## src/sv/microwire_eeprom_read_master_macros.svh

```systemverilog
// Assertion macros for the Microwire EEPROM read master.
`ifndef MICROWIRE_EEPROM_READ_MASTER_MACROS_SVH
`define MICROWIRE_EEPROM_READ_MASTER_MACROS_SVH
`ifndef SYNTH
// Same-cycle implication, sampled on clk, off while rst_n is low.
`define MWR_ASSERT_IMPL(label, ante, cons) \
    label: assert property (@(posedge clk) disable iff (!rst_n) (ante) |-> (cons)) \
        else $error("microwire read master: same-cycle check failed");
// Next-cycle implication, sampled on clk, off while rst_n is low.
`define MWR_ASSERT_NEXT(label, ante, cons) \
    label: assert property (@(posedge clk) disable iff (!rst_n) (ante) |=> (cons)) \
        else $error("microwire read master: next-cycle check failed");
`else
`define MWR_ASSERT_IMPL(label, ante, cons)
`define MWR_ASSERT_NEXT(label, ante, cons)
`endif
`endif

```

## src/sv/mwr_pkg.sv

```systemverilog
// Shared constants and types for the Microwire EEPROM read master.
package mwr_pkg;

    localparam int ADDR_BITS_DEF = 8;
    localparam int DATA_BITS_DEF = 16;
    localparam int ADDR_IN_W     = 8;
    localparam int WORD_W        = 16;

    localparam logic REQ_TICK  = 1'b0;
    localparam logic REQ_START = 1'b1;

    typedef struct packed {
        logic              chip_select;
        logic              clock_pulse;
        logic              data_out_level;
        logic              busy_res;
        logic              word_valid;
        logic [WORD_W-1:0] read_word;
    } res_t;

endpackage

```

## src/sv/mwr_out_reg.sv

```systemverilog
// Result register that holds one item until the sink takes it.
module mwr_out_reg import mwr_pkg::*;
(
    input  logic clk,
    input  logic rst_n,
    input  logic load,
    input  res_t load_data,
    input  logic take,
    output logic free,
    output logic valid,
    output res_t data
);

    logic valid_reg, valid_next;
    res_t data_reg;

    assign free  = !valid_reg || take;
    assign valid = valid_reg;
    assign data  = data_reg;

    always_comb
    begin
        valid_next = valid_reg;
        if (load)
        begin
            valid_next = 1'b1;
        end
        else if (take)
        begin
            valid_next = 1'b0;
        end
    end

    always_ff @(posedge clk or negedge rst_n)
    begin
        if (!rst_n)
        begin
            valid_reg <= 1'b0;
        end
        else
        begin
            valid_reg <= valid_next;
        end
    end

    always_ff @(posedge clk)
    begin
        if (load)
        begin
            data_reg <= load_data;
        end
    end

endmodule

```

## config.mk

```make
export PLATFORM = sky130hd
export DESIGN_NAME = mwr_out_reg
export DESIGN_NICKNAME = d
export VERILOG_FILES = /design/src/sv/microwire_eeprom_read_master_macros.svh /design/src/sv/mwr_pkg.sv /design/src/sv/mwr_out_reg.sv
export SDC_FILE = /design/constraint.sdc
export NUM_CORES = 1
export LEC_CHECK = 0
export ABC_CLOCK_PERIOD_IN_PS = 1000
export BUFFER_PORTS_ARGS = -buffer_cell sky130_fd_sc_hd__clkbuf_2
export CORE_MARGIN = 4
export CORE_UTILIZATION = 41
export DETAILED_ROUTE_END_ITERATION = 16
export PLACE_DENSITY = 0.87
export SLEW_MARGIN = 20
export SYNTH_ARGS = -nofsm -noshare
export SYNTH_HDL_FRONTEND = slang
export SYNTH_SLANG_ARGS = --single-unit
export TNS_END_PERCENT = 5
```

## constraint.sdc

```tcl
create_clock -name clk -period 1 [get_ports clk]
set_input_delay 0.05 -clock clk [delete_from_list [all_inputs] [get_ports clk]]
set_output_delay 0.05 -clock clk [all_outputs]
set_load 0.02 [all_outputs]
```

==> impl_metrics.ini <==
[yosys]
synthCells = 24
syn_nets = 49
syn_area_um2 = 678
synthDistinctLibCells = 4
yosys_warnings = 0
synth_top_cell_by_area = edfxtp_1
postSynthAreaPerCell_um2 = 28.3
synth_top_area_share_pct = 93.0
synth-seq-cells = 22
seq_area_frac_synth_pct = 96.7
synthTopCellsByArea = edfxtp_1 93%, dfrtp_1 3.7%, nand2b_4 2.0%

[outcome]
status = finished clean

[placed_design]
place.gp.congestion = 0.623
io_buffers = 47
dp_hpwl_um = 943
post_dp_cell_area_um2 = 933

[final_layout]
n_antenna_cell = 0
nNetsFinal = 123
final_cell_mix = 46 x clkbuf_2, 22 x dlygate4sd3_1, 21 x edfxtp_1
n_fill_cell = 102
layout_commonest_cell = clkbuf_2
area_growth_pct = 76.9
final_cell_area_um2 = 1200
layout-drive-gt1-share_pct = 54.6
largest_reg_flops = 21

[sta]
setup_tns_ps = 0
finalClockSkew_ps = 0
post-route-period-util_pct = 96.8
clock.fmax_mhz = 1030
final-max-slew-violation-count = 0
hold_violations = 0
rsz0062_at_grt = yes
relSlewSlack_pct = 65.8
setup_viol = 0
fin_crit_ps = 968
tightest_slew_ps = 514

[floorplanning]
dieArea_um2 = 2370
fp-row-count = 14
fp.dieW_um = 48.7
start_util_pct = 44.0
boundaryPins = 48
fp.coreArea_um2 = 1540
dieHeight_um = 48.7

[pwr]
power_leakage_uw = 0.000539
p_switching_uw = 428
p_comb_share_pct = 16.5
pwr-share-clk_pct = 24.6
pwr-share-seq_pct = 58.9
p_int_uw = 1450
swShare_pct = 22.7
ir_worst_vdd_mv = 1.04
power_density_nw_per_um2 = 1570

[clock_network]
clk_latency_ps = 290
htree_levels = 1
postCtsSetupBuffers = 0
cts_buffer_depth = 2
cts_root_buf = clkbuf_4
cts.sinks = 22
tritoncts = built
cts-buffers-inserted = 3
cts.clk_slew.worst_paths_ps = 110

[grt]
first_global_vias = 592
antenna_found_initial = 0
grt_max_degree = 23
grt_pass1_wl_um = 2720
grt_overflow = 0
grt_usage_pct = 14.8

[routing]
dr_total_vias = 504
routed_wl_um = 1620
drc = 0
firstDrtPassIters = 4
via_per_inst = 4.46
post_drt_wl_per_cell_um = 14.3
drtAntennaViolNets = 0
drt_iter0_markers = 4

[critical_path]
path_max_fanout = 2
rr_startpoint = valid
cp-end-kind = output port
crit_required_ps = 950
startpoint = valid
arrival_ps = 920
worst-r2r-setup-slack_ps = 330
start_kind = flop
critical_path_class = reg2out

[worst_hold_path]
hp-class = in2async

[job]
maxCapViolCount = 0
[worst paths after layout]
path | cells after the start | end
worst max-delay path | 2 | free
worst min-delay path | 2 | valid
worst max register to register | 2 | valid
worst min register to register | 2 | valid
max in group asynchronous | 2 | valid
min in group clk | 3 | valid
[final cells by class]
type / instances / area (um^2) / share of cell area [%]
Multi-Input combinational cell: 2 / 22.5 / 1.88
Timing Repair Buffer: 69 / 465 / 38.8
Clock buffer: 4 / 36.3 / 3.02
Tap cell: 16 / 20.0 / 1.67
Sequential cell: 22 / 656 / 54.6
[worst max-delay path, stage by stage, from the launching register on]
cell and delay, ps:
dfrtp_1 420, nand2b_4 90, buf_8 110
[power groups by stage]
stage	logic (uW)	registers (uW)	clock network, uW
2_1_floorplan	11.5	1230	0
3_3_place_gp	232	1130	0
3_5_place_dp	235	1130	0
4_1_cts	307	1110	478
5_1_grt	331	1120	524
6_report	311	1110	462
[stage by stage]
stage / hold slack, ps / worst slack, ps / utilization (%) / power, uW / std cells
CTS: 11.2 / -3.13 / 77.8 / 1890 / 113
detailed placement: -172 / 145 / 60.6 / 1370 / 87
floorplan: -246 / 228 / - / 1240 / 24
global route: 16.6 / -26.5 / 77.8 / 1970 / 113
global placement: -174 / 186 / 60.6 / 1360 / 87
finish: 37.8 / 32.3 / 77.8 / 1880 / 113
[metal layers]
| layer | up-vias | share of wire [%] | global-route usage [%] |
|---|---|---|---|
| met1 | 233 | 35 | 15.4 |
| li1 | 238 | - | - |
| met3 | 0 | 8.2 | 3.37 |
| met2 | 33 | 56 | 28.3 |
| met4 | 0 | 0 | 5.38 |
| met5 | - | 0 | 0 |
[cell families after synthesis]
kind of cell	count (synthesis)	synth area share [%]
and+or+nand+nor	2	3.32
DFF	22	96.7
[synth_stat cells]
cell	n
nand2b_2	1
edfxtp_1	21
dfrtp_1	1
nand2b_4	1
[timing repair]
item                                    in CTS  in global routing
pin swaps                                    0                  0
gates resized for setup                      2                  1
hold endpoints to repair                    22                  0
endpoints found under the setup margin       1                  1
hold buffers                                22                  0
No activity file was read; power rests on OpenSTA's default activity.
