**src/sv/microwire_eeprom_read_master_macros.svh**
```systemverilog
// Assertion macros for the Microwire EEPROM read master.
`ifndef MICROWIRE_EEPROM_READ_MASTER_MACROS_SVH
`define MICROWIRE_EEPROM_READ_MASTER_MACROS_SVH
`ifndef SYNTH
// Same-cycle implication, sampled on clk, off while rst_n is low.
`define MWR_ASSERT_IMPL(label, ante, cons) \
    label: assert property (@(posedge clk) disable iff (!rst_n) (ante) |-> (cons)) \
        else $error("microwire read master: same-cycle check failed");
// Next-cycle implication, sampled on clk, off while rst_n is low.
`define MWR_ASSERT_NEXT(label, ante, cons) \
    label: assert property (@(posedge clk) disable iff (!rst_n) (ante) |=> (cons)) \
        else $error("microwire read master: next-cycle check failed");
`else
`define MWR_ASSERT_IMPL(label, ante, cons)
`define MWR_ASSERT_NEXT(label, ante, cons)
`endif
`endif

```
**src/sv/mwr_pkg.sv**
```systemverilog
// Shared constants and types for the Microwire EEPROM read master.
package mwr_pkg;

    localparam int ADDR_BITS_DEF = 8;
    localparam int DATA_BITS_DEF = 16;
    localparam int ADDR_IN_W     = 8;
    localparam int WORD_W        = 16;

    localparam logic REQ_TICK  = 1'b0;
    localparam logic REQ_START = 1'b1;

    typedef struct packed {
        logic              chip_select;
        logic              clock_pulse;
        logic              data_out_level;
        logic              busy_res;
        logic              word_valid;
        logic [WORD_W-1:0] read_word;
    } res_t;

endpackage

```
**src/sv/mwr_seq.sv**
```systemverilog
// Transaction sequencer: bit phase counter, address and data shift registers.
module mwr_seq import mwr_pkg::*;
#(
    parameter int ADDR_BITS = ADDR_BITS_DEF,
    parameter int DATA_BITS = DATA_BITS_DEF
)
(
    input  logic                 clk,
    input  logic                 rst_n,
    input  logic                 accept,
    input  logic                 req_type,
    input  logic [ADDR_IN_W-1:0] word_address,
    input  logic                 data_in_level,
    output res_t                 res_next
);

    localparam int PH_LAST_I = 3 + ADDR_BITS + DATA_BITS;
    localparam int PH_W      = $clog2(PH_LAST_I + 1);

    localparam logic [PH_W-1:0] PH_OPCODE0 = PH_W'(2);
    localparam logic [PH_W-1:0] PH_DUMMY   = PH_W'(3 + ADDR_BITS);
    localparam logic [PH_W-1:0] PH_LAST    = PH_W'(PH_LAST_I);

    logic [PH_W-1:0]      phase_reg, phase_next;
    logic [ADDR_BITS-1:0] addr_reg, addr_next;
    logic [DATA_BITS-1:0] data_reg, data_next;
    logic                 active_reg, active_next;

    logic [DATA_BITS-1:0]          data_shifted;
    logic [WORD_W+DATA_BITS-1:0]   word_ext;
    logic [ADDR_BITS+ADDR_IN_W-1:0] addr_ext;

    always_comb
    begin
        data_shifted = {data_reg[DATA_BITS-2:0], data_in_level};
        word_ext     = {{WORD_W{1'b0}}, data_shifted};
        addr_ext     = {{ADDR_BITS{1'b0}}, word_address};

        phase_next  = phase_reg;
        addr_next   = addr_reg;
        data_next   = data_reg;
        active_next = active_reg;
        res_next    = '0;

        if (req_type == REQ_START)
        begin
            // ignore a start while a read runs
            if (!active_reg)
            begin
                addr_next   = addr_ext[ADDR_BITS-1:0];
                data_next   = '0;
                phase_next  = '0;
                active_next = 1'b1;
            end
            res_next.chip_select = 1'b1;
            res_next.busy_res    = 1'b1;
        end
        else if (active_reg)
        begin
            res_next.chip_select = 1'b1;
            res_next.clock_pulse = 1'b1;
            res_next.busy_res    = 1'b1;
            phase_next           = phase_reg + PH_W'(1);
            if (phase_reg < PH_OPCODE0)
            begin
                res_next.data_out_level = 1'b1;
            end
            else if (phase_reg == PH_OPCODE0)
            begin
                res_next.data_out_level = 1'b0;
            end
            else if (phase_reg < PH_DUMMY)
            begin
                // send address MSB first
                res_next.data_out_level = addr_reg[ADDR_BITS-1];
                addr_next               = {addr_reg[ADDR_BITS-2:0], 1'b0};
            end
            else if (phase_reg == PH_DUMMY)
            begin
                res_next.data_out_level = 1'b0;
            end
            else
            begin
                data_next = data_shifted;
                if (phase_reg == PH_LAST)
                begin
                    active_next          = 1'b0;
                    phase_next           = '0;
                    res_next.chip_select = 1'b0;
                    res_next.busy_res    = 1'b0;
                    res_next.word_valid  = 1'b1;
                    res_next.read_word   = word_ext[WORD_W-1:0];
                end
            end
        end
    end

    always_ff @(posedge clk or negedge rst_n)
    begin
        if (!rst_n)
        begin
            phase_reg  <= '0;
            addr_reg   <= '0;
            data_reg   <= '0;
            active_reg <= 1'b0;
        end
        else if (accept)
        begin
            phase_reg  <= phase_next;
            addr_reg   <= addr_next;
            data_reg   <= data_next;
            active_reg <= active_next;
        end
    end

endmodule

```
**config.mk**
```make
export PLATFORM = sky130hd
export DESIGN_NAME = mwr_seq
export DESIGN_NICKNAME = d
export VERILOG_FILES = /design/src/sv/microwire_eeprom_read_master_macros.svh /design/src/sv/mwr_pkg.sv /design/src/sv/mwr_seq.sv
export SDC_FILE = /design/constraint.sdc
export NUM_CORES = 1
export LEC_CHECK = 0
export ABC_CLOCK_PERIOD_IN_PS = 2910
export BUFFER_PORTS_ARGS = -buffer_cell sky130_fd_sc_hd__buf_2
export CAP_MARGIN = 20
export CORE_UTILIZATION = 58
export CTS_CLUSTER_SIZE = 16
export DETAILED_ROUTE_END_ITERATION = 10
export GPL_ROUTABILITY_DRIVEN = 0
export PLACE_DENSITY = 0.87
export SYNTH_ARGS = -nofsm -noshare
export SYNTH_HDL_FRONTEND = slang
export SYNTH_SLANG_ARGS = --single-unit
```
**constraint.sdc**
```tcl
create_clock -name clk -period 2.91 [get_ports clk]
set_input_delay 0.4365 -clock clk [delete_from_list [all_inputs] [get_ports clk]]
set_output_delay 0.4365 -clock clk [all_outputs]
set_load 0.02 [all_outputs]
```
==> out/metrics.csv <==
metric,value,unit
outcome,finished clean,
period_minus_slack,2.47,ns
ir_drop,0.535,mV
antennaDiodeCount,0,
die_x,55.1,um
seqPwrFrac,50.7,%
drive_above_1_share,28.5,%
finalCritPeriodShare,84.8,%
synth_seq_area_share,44.3,%
swShare,34.6,%
synth_nets,193,
cp_data_required_time,2.47,ns
final_common_cell,buf_2,
synth_edf_count,0,
layout.cells.non_filler,237,
ios,34,
final_cell_mix,"33 x buf_2, 29 x dfrtp_1, 26 x nand2_1",
grt_max_degree,30,
postRouteAntennaNets,0,
max_slew_margin,57.2,%
fmax,405,MHz
grt_pass1_wl,5430,um
totalWireLength,3440,um
synthArstFlopShare,100,%
slowest_stage,dfrtp_1,
setup_slack,0.442,ns
nFillCells,206,
track_usage,26.4,%
pre_cts_ws,0.693,ns
dp_hpwl,2400,um
grt-ovfl-total,0,
holdBufCountCts,0,
dr_total_vias,1408,
io_buffers,33,
fin_skew,0.00548,ns
nets,223,
synth_warnings,0,
clkTransAtPathRegs,0.09,ns
synth.distinct_cells,30,
vias_per_cell,5.94,
antenna_found_initial,0,
p_int,0.000834,W
finalSetupTns,0,ns
area_growth,14.4,%
rsz0062_at_grt,false,
avgRoutedWirePerCell,14.5,um
dieArea,3040,um^2
dp_cells,229,
post_cts_resized,0,
cts-root-buf,clkbuf_4,
start_util,63.7,%
cts_sinks,29,
synth.avg_cell_area,9.30,um^2
holdWs,0.119,ns
synth_area,1640,um^2
drcViolationCount,0,
cp_cell_sequence,ha_1 -> nand4b_1 -> nor2_1 -> buf_4 -> and2_1 -> buf_2,
drtPass1Iterations,4,
cts_tree,built,
critPathKind,reg2out,
rows,18,
cts_setup_buffers,0,
switching_power,0.000441,W
largest_reg_flops,15,
setup_viol_count_final,0,
start_kind,flop,
clk_latency,0.33,ns
worst_slew_pin_slew,0.642,ns
drt_iter0_drc,46,
core,2570,um^2
first_global_vias,1219,
arrival,2.03,ns
synth_cells,176,
end_kind,output port,
timing.final.hold_violations,0,
cts_buffer_depth,2,
power.density,681,nW/um^2
htreeDepth,2,
ys.flop_type,dfrtp_1,
hp-class,in2async,
die-height,55.1,um
maxCapViolCount,0,
p_leak,0.895,nW
p_comb_share,27.4,%
synth-seq-cells,29,
cp_max_fo,16,
critPathMaxStageDelay,0.51,ns
drv_slew,0,
cts_made_buffers,5,
p_clk_share,22.0,%
[final timing paths]
path / cells after the start / startpoint / slack (ns) / endpoint
setup / recovery: 6 / phase_reg[1] / 0.44 / res_next[12]
hold / removal: 1 / rst_n / 0.12 / phase_reg[0]
setup reg to reg: 6 / phase_reg[0] / 0.80 / addr_reg[2]
hold reg to reg: 1 / addr_reg[2] / 0.51 / addr_reg[2]
max in group asynchronous: 1 / rst_n / 2.37 / addr_reg[2]
min in group clk: 3 / word_address[0] / 0.36 / addr_reg[0]
[stage by stage]
step / area (um^2) / power [W] / util [%]
floorplan: 1640 / 0.000906 / -
global placement: 1800 / 0.000968 / 70.2
detailed placement: 1800 / 0.00100 / 70.2
CTS: 1870 / 0.00129 / 72.9
global route: 1870 / 0.00135 / 72.9
finish: 1870 / 0.00128 / 72.9
[power groups by stage]
stage,Sequential [W],Clock (W),Combinational (W)
detailed placement,0.000653,0,0.000351
global placement,0.000640,0,0.000328
global route,0.000664,0.000302,0.000389
CTS,0.000646,0.000288,0.000352
finish,0.000646,0.000280,0.000349
floorplan,0.000596,0,0.000310
[cell usage after synthesis (2+ instances only)]
| master | n | area (um^2) |
|---|---|---|
| a21o_1 | 2 | 15.0 |
| a21oi_1 | 5 | 25.0 |
| a22oi_1 | 14 | 105 |
| and2_1 | 17 | 106 |
| buf_2 | 6 | 30.0 |
| buf_4 | 2 | 15.0 |
| clkbuf_1 | 6 | 22.5 |
| dfrtp_1 | 29 | 726 |
| ha_1 | 4 | 50.1 |
| inv_1 | 6 | 22.5 |
| mux2_2 | 13 | 146 |
| nand2_1 | 26 | 97.6 |
| nand3_1 | 3 | 15.0 |
| nand4b_1 | 2 | 17.5 |
| nor2_1 | 2 | 7.51 |
| nor2b_1 | 2 | 12.5 |
| nor3_1 | 4 | 20.0 |
| o21ai_0 | 21 | 105 |
[layout make-up]
type / count / area (um^2) / share of cell area [%]
multi-input cells: 126 / 817 / 43.6
flip-flops and latches: 29 / 726 / 38.8
repair buffers: 37 / 195 / 10.4
clock buffers: 7 / 65.1 / 3.48
well taps: 30 / 37.5 / 2.01
inverters: 7 / 26.3 / 1.40
clock inverters: 1 / 5.00 / 0.267
[kinds of logic (layout without fill, tap and decap cells)]
logic type | count (synthesis) | count (layout) | synth area share (%)
multiplexers | 13 | 13 | 8.94
flip-flops | 29 | 29 | 44.3
buffers and inverters | 21 | 52 | 5.73
AO/OA/AOI/OAI | 51 | 51 | 20.3
adder cells (fa/ha/maj) | 4 | 4 | 3.06
AND/OR/NAND/NOR | 58 | 58 | 17.7
[critical path: cells and delay by family, from the launching register on]
kind	cells	cell delay [ns]
buffers and inverters	2	0.36
DFF	1	0.51
and+or+nand+nor	3	0.56
adders and majority gates	1	0.28
[layer usage]
layer	track usage, %	routed length (um)	vias to the layer above	share of wire, %
met5	0	0	-	0
met4	16.3	79	0	2.3
met3	6.83	199	10	5.8
met2	42.6	1710	48	50
met1	31.4	1460	674	42
li1	-	-	676	-
Note: power is estimated with default switching activity, not from simulation.
